<file path="config.mk">
export PLATFORM = sky130hd
export DESIGN_NAME = gcib_queue
export DESIGN_NICKNAME = d
export VERILOG_FILES = /design/src/rtl/gcib_pkg.sv /design/src/rtl/gcib_queue.sv
export SDC_FILE = /design/constraint.sdc
export NUM_CORES = 1
export LEC_CHECK = 0
export CAP_MARGIN = 10
export CORE_UTILIZATION = 50
export DETAILED_ROUTE_END_ITERATION = 8
export DONT_BUFFER_PORTS = 1
export PLACE_DENSITY = 0.78
export SYNTH_ARGS = -nofsm -noshare
export SYNTH_HDL_FRONTEND = slang
export SYNTH_SLANG_ARGS = --single-unit
</file>
<file path="constraint.sdc">
create_clock -name clk -period 4.4 [get_ports clk]
set_input_delay 0.88 -clock clk [delete_from_list [all_inputs] [get_ports clk]]
set_output_delay 0.88 -clock clk [all_outputs]
set_load 0.02 [all_outputs]
</file>
<file path="src/rtl/gcib_pkg.sv">
// Package for the initial bearing unit: widths, CORDIC angle table and helpers.
// No dependencies.
`timescale 1ns / 1ps
`default_nettype none
package gcib_pkg;
	localparam int ANGLE_FRAC_BITS = 16;
	localparam int LAT_W = 24;
	localparam int LON_W = 25;
	localparam int BRG_W = 25;
	localparam int STEPS = 30;
	localparam int ANG_W = 44;	// degrees, 32 fraction bits, covers +-2048
	localparam int VEC_W = 34;	// Q30 with headroom for CORDIC growth
	localparam int QDEPTH = 4;

	localparam logic [1:0] REG_REF_LAT = 2'd0;
	localparam logic [1:0] REG_REF_LON = 2'd1;

	localparam logic signed [ANG_W-1:0] DEG_90 = ANG_W'(64'sd90 <<< 32);
	localparam logic signed [ANG_W-1:0] DEG_180 = ANG_W'(64'sd180 <<< 32);
	localparam logic signed [ANG_W-1:0] DEG_360 = ANG_W'(64'sd360 <<< 32);
	localparam logic signed [VEC_W-1:0] GAIN_Q30 = VEC_W'(652032874);
	localparam logic [63:0] RAD_TO_DEG_Q28 = 64'd15380218700;

	function automatic logic signed [ANG_W-1:0] step_angle(input int i);
		logic [63:0] sum;
		logic [63:0] term;
		logic [127:0] prod;
		int e;
		int k;
		sum = '0;
		k = 0;
		if (i == 0) begin
			return ANG_W'(64'sd45 <<< 32);
		end
		for (e = 62 - i; e >= 0; e = e - 2 * i) begin
			term = (64'd1 << e) / 64'(2 * k + 1);
			if (k % 2 == 1) begin
				sum = sum - term;
			end else begin
				sum = sum + term;
			end
			k = k + 1;
		end
		prod = 128'(sum >> 32) * 128'(RAD_TO_DEG_Q28);
		return ANG_W'(prod >> 26);
	endfunction

	typedef struct packed {
		logic signed [LAT_W-1:0] lat2;
		logic signed [LON_W:0] dlon;
	} item_t;
endpackage
`default_nettype wire

</file>
<file path="src/rtl/gcib_queue.sv">
// Short FIFO between front and back ends; holds folded angles per request.
// Uses gcib_pkg.
`timescale 1ns / 1ps
`default_nettype none
module gcib_queue (
	input wire logic clk,
	input wire logic arst_n,
	input wire logic wr_en,
	input wire logic [3*gcib_pkg::ANG_W+2:0] wr_data,
	output logic rd_valid,
	output logic [3*gcib_pkg::ANG_W+2:0] rd_data
);
	localparam int AW = $clog2(gcib_pkg::QDEPTH);
	logic [3*gcib_pkg::ANG_W+2:0] mem_q [gcib_pkg::QDEPTH];
	logic [AW-1:0] wp_q, rp_q;
	logic [AW:0] cnt_q;

	// back end never stalls, so the queue drains one entry a cycle
	always_ff @(posedge clk or negedge arst_n) begin
		if (!arst_n) begin
			wp_q <= '0;
			rp_q <= '0;
			cnt_q <= '0;
			rd_valid <= 1'b0;
		end else begin
			rd_valid <= 1'b0;
			if (wr_en) begin
				wp_q <= wp_q + 1'b1;
			end
			if (cnt_q != '0) begin
				rp_q <= rp_q + 1'b1;
				rd_valid <= 1'b1;
			end
			cnt_q <= cnt_q + (AW+1)'(wr_en) - (AW+1)'(cnt_q != '0);
		end
	end

	always_ff @(posedge clk) begin
		if (wr_en) begin
			mem_q[wp_q] <= wr_data;
		end
		rd_data <= mem_q[rp_q];
	end
endmodule
`default_nettype wire

</file>
==> results.txt <==
Number of ports placed on the die boundary: 274
Placement Rows: 77
Element type at the critical path start: flip-flop
DIE WIDTH: 215 um
Register bit count reported by yosys: 683
Post-synth top area cell: edfxtp_1
Worst min-delay path category: input port to flip-flop
Area contributors post-synth: edfxtp_1 (72%), mux4_2 (13%), dfxtp_1 (12%)
Number of iterations in the first detailed-routing pass: 4
Net count after synthesis: 1019
Maximum number of pins on one net before global-route repair: 91
Slowest-stage cell, CP: and2_4
Standby leakage power: 8.47 nW
CTS clock-pin slew for the worst setup and hold paths: 60 ps
Final Worst Setup Slack: 2140 ps
Post-placement worst setup slack: 1820 ps
Pwr Density: 751 nW/um^2
Inserted Clock Buffers: 69
First-pass GRT wire length: 59.9 mm
Maximum achievable frequency: 0.442 GHz
Clock tree from TritonCTS: yes
Number of buffers and inverters on the critical path: 2
Share of layout cells above drive strength 1: 26.9%
Critical R2R Launch: wp_q[1]
DRC Markers: 0
Total of fill cells in the finished design: 2981
Vias/cell: 5.59
Iteration-0 DRC count of the detailed router: 554
Cell family contributing the most delay on the critical path: simple AND/OR/NAND/NOR gates
Worst hold path endpoint: mem_q[3][89]
Avg Cell Area, Syn: 25.8 um^2
Number of sinks handled by clock tree synthesis: 683
Transition at the pin with the smallest max-transition slack: 973 ps
Count of antenna-violating nets left after detailed routing: 0
Seq/Total Area, Yosys: 84.7%
Layout Skew: 13.7 ps
Footprint of the flip-flops and latches: 19100 um^2
Maximum buffer depth of the clock tree: 3
Antenna Cells: 0
Distinct cell type count of the synthesized netlist: 19
Total vias in the final route: 8819
Kind of critical path: flip-flop to flip-flop
Number of port buffers: 0
Final-report setup violation count: 0
R2R cell count: 4
Yosys warns: 0
Core Region: 44400 um^2
Critical path capture point type: flip-flop
Aggregate global-route resource usage: 17.9%
Post-route non-filler standard cell count: 1577
Pins Over Slew Limit: 0
Arrival @ worst endpoint: 2490 ps
Gp weighted congestion: 0.719
Synth-to-Final Area Change: 14.0%
Hold path start: wr_data[89]
Routed len/inst: 25.3 um
Min cycle time layout: 2260 ps
Result of the run: finished clean
R2r setup slk: 2140 ps
Area occupied by multi-input gates: 3240 um^2
Cells along the critical path: inv_1, ha_1, and2_4, buf_4
Antenna violations before repair: 0
Worst reg2reg path endpoint: mem_q[1][132]
HPWL after detailed placement: 22.3 mm
Post-Synthesis Cells: 874
Final Net Count: 1073
Clk_lat worst skew: 590 ps
End-of-flow core utilization: 58.0%
Master cell of the clock root buffer: clkbuf_16
Peak supply drop: 0.642 mV
Placed cell count: 1448
Fin crit share: 51.5%
Effective utilization at floorplan: 50.8%
Total number of H-tree levels: 3
Fin Setup TNS: 0 ps
Max FO, Critical Path: 50
Stage delay of the slowest cell on the critical path: 680 ps
Number of hold-slack violations in the final timing report: 0
Vias in the first global route: 9582
Data required, critical path: 4630 ps
Maximum capacitance violations: 0
Share of the synthesized area in the top cell type: 71.8%
RSZ-0062 raised after global routing: no
Cells on Worst Hold Path: 0
GRT Residual Overflow: 0
Total Routed Length: 40.0 mm
Height of the die: 215 um
Cell Area, Synth: 22600 um^2
Overall die area: 46000 um^2
Max transition margin: 35.2%
## power by group
part	internal [mW]	switching (mW)	total (mW)
registers	8.75	1.69	10.4
logic	1.45	1.35	2.80
clock network	3.75	2.35	6.10
## timing repair
action                    in CTS  in global routing
gates resized for setup        0                  0
buffers inserted               0                  0
hold endpoints to repair       8                  0
hold buffers                   1                  0
## sequential cells by signal, indices dropped and copies added, names as in the netlist
register / flops
cnt_q: 3
mem_q: 540
rd_data: 135
rd_valid: 1
rp_q: 2
wp_q: 2
## per-layer routing
layer	GRT usage (%)	vias up	share of wire, %
met5	0	-	0
met4	9.17	0	3.7
met3	7.65	80	9.6
met2	28.0	304	50
met1	21.1	4692	37
li1	-	3743	-
## kinds of logic (layout without fill, tap and decap cells)
family          count (synthesis)  after routing  share of synthesized area (%)
mux                           135            135                           13.5
simple gates                    6              6                          0.155
fa+ha+maj                       7              7                          0.421
buf+inv                        36            147                           1.04
compound gates                  2              2                         0.0554
flops                         683            683                           84.7
xor+xnor                        5              5                          0.194
## cell usage in the layout (no fill, tap or decap), drive strengths merged
| cell type | netlist | final |
|---|---|---|
| and2 | 4 | 4 |
| buf | 29 | 12 |
| bufinv | 0 | 10 |
| clkbuf | 1 | 90 |
| clkinv | 0 | 21 |
| dfrtp | 8 | 8 |
| dfxtp | 135 | 135 |
| dlygate4sd3 | 0 | 1 |
| edfxtp | 540 | 540 |
| fa | 1 | 1 |
| ha | 6 | 6 |
| inv | 6 | 13 |
| mux4 | 135 | 135 |
| nand2 | 1 | 1 |
| o21ai | 1 | 1 |
| o31ai | 1 | 1 |
| or3 | 1 | 1 |
| xnor2 | 3 | 3 |
| xor2 | 2 | 2 |
## Yosys cell counts
| cell type | number |
|---|---|
| inv_1 | 6 |
| nand2_1 | 1 |
| or3_1 | 1 |
| buf_2 | 11 |
| edfxtp_1 | 540 |
| mux4_2 | 135 |
| buf_6 | 8 |
| xnor2_1 | 3 |
| buf_1 | 3 |
| xor2_1 | 2 |
| clkbuf_1 | 1 |
| dfrtp_1 | 8 |
| o31ai_1 | 1 |
| buf_4 | 7 |
| dfxtp_1 | 135 |
| ha_1 | 6 |
| o21ai_0 | 1 |
| and2_1 | 4 |
| fa_1 | 1 |
## per-stage QoR
stage               hold WS (ps)  total power, mW  cell area [um^2]
floorplan                    494             12.5             22600
global placement             507             13.4             23300
detailed placement           532             13.5             23300
CTS                          326             19.7             25700
global route                 338             20.1             25700
finish                       378             19.3             25700
## worst max path at each step
stage / start / cells past startpoint / endpoint / slack, ps
2_1_floorplan: wr_en / 1 / mem_q[1][0] / 1400
3_3_place_gp: wr_en / 2 / mem_q[1][127] / 1820
3_5_place_dp: wr_en / 2 / mem_q[1][127] / 1820
4_1_cts: wp_q[1] / 4 / mem_q[1][107] / 2060
5_1_grt: rp_q[0] / 2 / rd_data[66] / 1960
6_report: wp_q[1] / 4 / mem_q[1][132] / 2140
## final cells by class
type	count	area share, %
clock inverters	38	1.84
inverters	6	0.0875
multi-input cells	155	12.6
clock buffers	90	7.61
repair buffers	13	0.729
flip-flops and latches	683	74.3
well taps	592	2.88
No activity file was read; power rests on OpenSTA's default activity.
