File: config.mk
export PLATFORM = sky130hd
export DESIGN_NAME = gcib_front
export DESIGN_NICKNAME = d
export VERILOG_FILES = /design/src/rtl/gcib_pkg.sv /design/src/rtl/gcib_front.sv
export SDC_FILE = /design/constraint.sdc
export NUM_CORES = 1
export LEC_CHECK = 0
export BUFFER_PORTS_ARGS = -buffer_cell sky130_fd_sc_hd__buf_4
export CORE_MARGIN = 2
export CORE_UTILIZATION = 45
export DETAILED_ROUTE_END_ITERATION = 16
export PLACE_DENSITY_LB_ADDON = 0.2
export SETUP_SLACK_MARGIN = 0.05
export SLEW_MARGIN = 10
export SYNTH_ARGS = -nofsm -noshare
export SYNTH_HDL_FRONTEND = slang
export SYNTH_SLANG_ARGS = --single-unit
export TNS_END_PERCENT = 50
File: constraint.sdc
create_clock -name clk -period 0.8 [get_ports clk]
set_clock_uncertainty 0.15 [all_clocks]
set_input_delay 0.04 -clock clk [delete_from_list [all_inputs] [get_ports clk]]
set_output_delay 0.04 -clock clk [all_outputs]
set_load 0.03 [all_outputs]
File: src/rtl/gcib_pkg.sv
// Package for the initial bearing unit: widths, CORDIC angle table and helpers.
// No dependencies.
`timescale 1ns / 1ps
`default_nettype none
package gcib_pkg;
	localparam int ANGLE_FRAC_BITS = 16;
	localparam int LAT_W = 24;
	localparam int LON_W = 25;
	localparam int BRG_W = 25;
	localparam int STEPS = 30;
	localparam int ANG_W = 44;	// degrees, 32 fraction bits, covers +-2048
	localparam int VEC_W = 34;	// Q30 with headroom for CORDIC growth
	localparam int QDEPTH = 4;

	localparam logic [1:0] REG_REF_LAT = 2'd0;
	localparam logic [1:0] REG_REF_LON = 2'd1;

	localparam logic signed [ANG_W-1:0] DEG_90 = ANG_W'(64'sd90 <<< 32);
	localparam logic signed [ANG_W-1:0] DEG_180 = ANG_W'(64'sd180 <<< 32);
	localparam logic signed [ANG_W-1:0] DEG_360 = ANG_W'(64'sd360 <<< 32);
	localparam logic signed [VEC_W-1:0] GAIN_Q30 = VEC_W'(652032874);
	localparam logic [63:0] RAD_TO_DEG_Q28 = 64'd15380218700;

	function automatic logic signed [ANG_W-1:0] step_angle(input int i);
		logic [63:0] sum;
		logic [63:0] term;
		logic [127:0] prod;
		int e;
		int k;
		sum = '0;
		k = 0;
		if (i == 0) begin
			return ANG_W'(64'sd45 <<< 32);
		end
		for (e = 62 - i; e >= 0; e = e - 2 * i) begin
			term = (64'd1 << e) / 64'(2 * k + 1);
			if (k % 2 == 1) begin
				sum = sum - term;
			end else begin
				sum = sum + term;
			end
			k = k + 1;
		end
		prod = 128'(sum >> 32) * 128'(RAD_TO_DEG_Q28);
		return ANG_W'(prod >> 26);
	endfunction

	typedef struct packed {
		logic signed [LAT_W-1:0] lat2;
		logic signed [LON_W:0] dlon;
	} item_t;
endpackage
`default_nettype wire

File: src/rtl/gcib_front.sv
// Front end: takes requests, forms internal angles and folds them for CORDIC.
// Uses gcib_pkg.
`timescale 1ns / 1ps
`default_nettype none
module gcib_front (
	input wire logic clk,
	input wire logic arst_n,
	input wire logic in_valid,
	input wire gcib_pkg::item_t in_item,
	input wire logic signed [gcib_pkg::LAT_W-1:0] ref_lat,
	output logic out_valid,
	output logic signed [gcib_pkg::ANG_W-1:0] a_s1 [3],
	output logic neg_s1 [3]
);
	localparam int SH = 32 - gcib_pkg::ANGLE_FRAC_BITS;

	logic signed [gcib_pkg::ANG_W-1:0] raw [3];
	logic signed [gcib_pkg::ANG_W-1:0] w0 [3];
	logic signed [gcib_pkg::ANG_W-1:0] w1 [3];
	logic signed [gcib_pkg::ANG_W-1:0] fz [3];
	logic fneg [3];

	always_comb begin
		raw[0] = gcib_pkg::ANG_W'(ref_lat) <<< SH;
		raw[1] = gcib_pkg::ANG_W'(in_item.lat2) <<< SH;
		raw[2] = gcib_pkg::ANG_W'(in_item.dlon) <<< SH;
		for (int k = 0; k < 3; k++) begin
			// inputs lie within +-2^9 degrees, so a few 360 steps reach [-180,180)
			w0[k] = raw[k];
			for (int r = 0; r < 3; r++) begin
				if (w0[k] >= gcib_pkg::DEG_180) begin
					w0[k] = w0[k] - gcib_pkg::DEG_360;
				end else if (w0[k] < -gcib_pkg::DEG_180) begin
					w0[k] = w0[k] + gcib_pkg::DEG_360;
				end
			end
			w1[k] = w0[k];
			fneg[k] = 1'b0;
			if (w1[k] > gcib_pkg::DEG_90) begin
				w1[k] = w1[k] - gcib_pkg::DEG_180;
				fneg[k] = 1'b1;
			end else if (w1[k] < -gcib_pkg::DEG_90) begin
				w1[k] = w1[k] + gcib_pkg::DEG_180;
				fneg[k] = 1'b1;
			end
			fz[k] = w1[k];
		end
	end

	always_ff @(posedge clk or negedge arst_n) begin
		if (!arst_n) begin
			out_valid <= 1'b0;
		end else begin
			out_valid <= in_valid;
		end
	end

	always_ff @(posedge clk) begin
		for (int k = 0; k < 3; k++) begin
			a_s1[k] <= fz[k];
			neg_s1[k] <= fneg[k];
		end
	end
endmodule
`default_nettype wire

==> results list <==
- After the first detailed-routing iteration, the DRC count stood at 493.
- Highest clock frequency the design can meet: 306 MHz
* Initial Utilization: 0.461
- List of cells traversed by the critical path: buf_6 -> inv_1 -> ha_4 -> buf_4 -> buf_4 -> o2111ai_1 -> a32oi_2 -> o21a_1 -> a22oi_2 -> xnor2_2 -> ha_2 -> a21o_1 -> a311oi_2 -> o21ai_2 -> and2_4 -> a221o_1
- Maximum root-to-sink buffer count: 2
- Leaving out fill and tap cells, the most frequent cell in the layout is sky130_fd_sc_hd__buf_4.
* Quantity of I/O buffers inserted on ports: 164
- Die area: 9660 um2
- Row Count: 34
- For this run, asynchronously set or reset flops after synthesis account for 0.0114.
- Maximum number of pins on one net before global-route repair: 16
- Most used flip-flop cell after synthesis: sky130_fd_sc_hd__dfxtp_1
- In this run, synthesis produced a sequential element count of 88.
* Number of failing setup endpoints in the final timing report: 121
- Detailed placer's ending HPWL: 9920 um
- The floorplan step set the die height to 98.3 um.
- Via count: 5171
- Counting the buffers created by CTS gives 9.
- Category of the most critical setup path: in -> reg
- CTS tree: yes
- Setup repair after global routing could not meet its margin everywhere.
- Counting every sink on the clock net gives 88.
* Detailed Route WL: 23400 um
- Final-report max-slew violation count: 0
- Dividing the detail-routed wire length by the instance count gives 27.2 um.
- Tightest Hold Check Type: in -> async
- During I/O placement, the number of pins put on the boundary was 213.
* Fillers: 303
* Element type at the critical path end: flip-flop
- Average vias per placed instance: 6.01
- In the final layout, the share of cells above drive strength 1 is 0.650.
- Syn. warnings: 0
* Smallest hold slack: -0.161 ns
- The run finished, with violations left.
- Core Footprint: 8680 um2
- Of the synthesized area, sequential elements account for 0.441.
- STA classifies the critical path startpoint as a primary input.
* Final hold violation count: 13
- Measured slew at the worst slew-check pin: 0.641 ns
* Gp weighted congestion: 0.923
- The first detailed-routing pass ran for 5 iterations.
* CTS clk-pin slew, worst paths: 0.10 ns
* WP data arrival: 3.36 ns
* Time the final worst path needs with I/O delays and setup: 3.26 ns
* Diode count: 0
* Final net count: 836
- Delay of the slowest cell on the worst path: 0.33 ns
- Gate count of the mapped netlist: 406
* Cell variety after synth: 76
* Initial antenna violation count: 0
- Deepest level of the CTS H-tree: 3
- Combined global-route utilization of all metal layers: 0.360
* Worst vdd rail ir drop: 0.00208 V
- Crit-path slowest cell: sky130_fd_sc_hd__a221o_1
- In this run the cell area of the synthesized design comes to 4000 um2.
- EDFF count, synth: 0
- Critical Path Most Common Cell: sky130_fd_sc_hd__buf_4
* Die W: 98.3 um
- Setup slack on the critical path of the routed design comes to -2.46 ns.
* Final period utilization: 4.08
- Data on the critical path is required at its endpoint by 0.90 ns.
* Power density cells: 2060 nW/um2
* DRC viols: 0
- Count of nets left with antenna violations after detail routing: 0
- Static leakage power: 3.58 nW
- Leaving out fill and tap cells, the most frequent cells in the layout are sky130_fd_sc_hd__buf_4, sky130_fd_sc_hd__buf_6, sky130_fd_sc_hd__dfxtp_2.
- Averaged over all synthesized cells, the footprint is 9.86 um2.
- The worst pin sits at a relative slew slack of 0.570.
- For this run the aggregate overflow at the end of global routing stands at 0.
* Failing checks: hold timing, setup timing
- The root buffer cell chosen for the clock tree is sky130_fd_sc_hd__clkbuf_8.
* Worst Path Buf+Inv: 4
* Global-route wire length before repair: 27100 um
- The tool flagged a number of max-cap violations equal to 0.
- Max Fanout on Critical Path: 8
- Area growth syn-to-layout: 96.4%
- Grouping stages by cell kind, the critical path spends the most delay in compound AO/OA/AOI/OAI gates.
- For this design, the CTS-stage hold fixing added 56 buffers.
- Power comes to 0.0162 W.
* Vias in the first global route: 4624
[logic make-up (layout without fill, tap and decap cells)]
| kind of cell | count (synthesis) | in the layout | synth area share |
|---|---|---|---|
| AOI/OAI and AO/OA | 113 | 113 | 0.212 |
| xor gates and xnor gates | 17 | 17 | 0.0428 |
| adders and majority gates | 12 | 12 | 0.0375 |
| buffers and inverters | 79 | 378 | 0.125 |
| DFF | 88 | 88 | 0.441 |
| muxes | 4 | 4 | 0.0113 |
| other | 1 | 48 | 0.000937 |
| and+or+nand+nor | 92 | 92 | 0.129 |
[registers in the layout, indices dropped and copies added, names as in the netlist]
signal	count
a_s1	84
neg_s1	3
out_valid	1
[cells in the mapped netlist (4+ instances only)]
cell type	n	area share
sky130_fd_sc_hd__a21oi_1	27	0.034
sky130_fd_sc_hd__nor2_1	13	0.012
sky130_fd_sc_hd__dfxtp_1	87	0.44
sky130_fd_sc_hd__ha_1	12	0.038
sky130_fd_sc_hd__a31oi_1	5	0.0078
sky130_fd_sc_hd__nand2_1	20	0.019
sky130_fd_sc_hd__nand3_1	5	0.0063
sky130_fd_sc_hd__buf_2	4	0.0050
sky130_fd_sc_hd__nor3_1	6	0.0075
sky130_fd_sc_hd__o21ai_0	14	0.018
sky130_fd_sc_hd__buf_4	51	0.096
sky130_fd_sc_hd__o22ai_1	6	0.0094
sky130_fd_sc_hd__a211oi_1	10	0.019
sky130_fd_sc_hd__inv_1	20	0.019
sky130_fd_sc_hd__xnor2_1	12	0.026
sky130_fd_sc_hd__nor4_1	14	0.022
sky130_fd_sc_hd__and2_1	6	0.0094
[report_power, final]
part           switching, W  internal [W]
logic               0.00414       0.00331
clock network       0.00185       0.00147
registers          0.000383       0.00502
[worst max-delay path by stage]
stage           startpoint        to  cells past startpoint
2_1_floorplan  in_item[19]  a_s1[35]                     14
3_3_place_gp   in_item[19]  a_s1[36]                     14
3_5_place_dp   in_item[20]  a_s1[35]                     16
4_1_cts        in_item[18]  a_s1[35]                     14
5_1_grt        in_item[20]  a_s1[35]                     16
6_report       in_item[20]  a_s1[35]                     16
[cell type report]
class	count	area (um2)	area share
clock buffer	10	128	0.0162
clock inverter	6	67.6	0.00859
inverter	20	90.1	0.0115
multi-input combinational	286	2390	0.304
sequential	88	1880	0.239
tap	108	135	0.0172
timing repair buffer	342	3170	0.403
[per-stage QoR]
stage                     instance area [um2]  worst slack (ns)   util  cells  setup TNS (ns)
after floorplan                          4270             -2.43      -    453          -35.88
after CTS                                7460             -2.12  0.859    852          -49.78
after detailed placement                 5990             -2.55  0.690    773          -44.15
after global placement                   5990             -2.50  0.690    773          -43.01
final                                    7860             -2.46  0.906    860          -59.76
after global routing                     7860             -2.52  0.906    860          -62.31
[what timing repair did]
item	in CTS	in global routing
setup endpoints to repair	121	127
setup buffers	10	14
resized for setup	225	79
hold endpoints to repair	79	14
pin swaps	33	22
[per-layer routing]
layer / global-route usage / wire length, um / vias to the layer above
li1: - / - / 2045
met1: 0.435 / 8200 / 2422
met2: 0.639 / 10700 / 535
met3: 0.0694 / 2590 / 169
met4: 0.122 / 1960 / 0
met5: 0 / 0 / -
(Power assumes the default switching activity.)
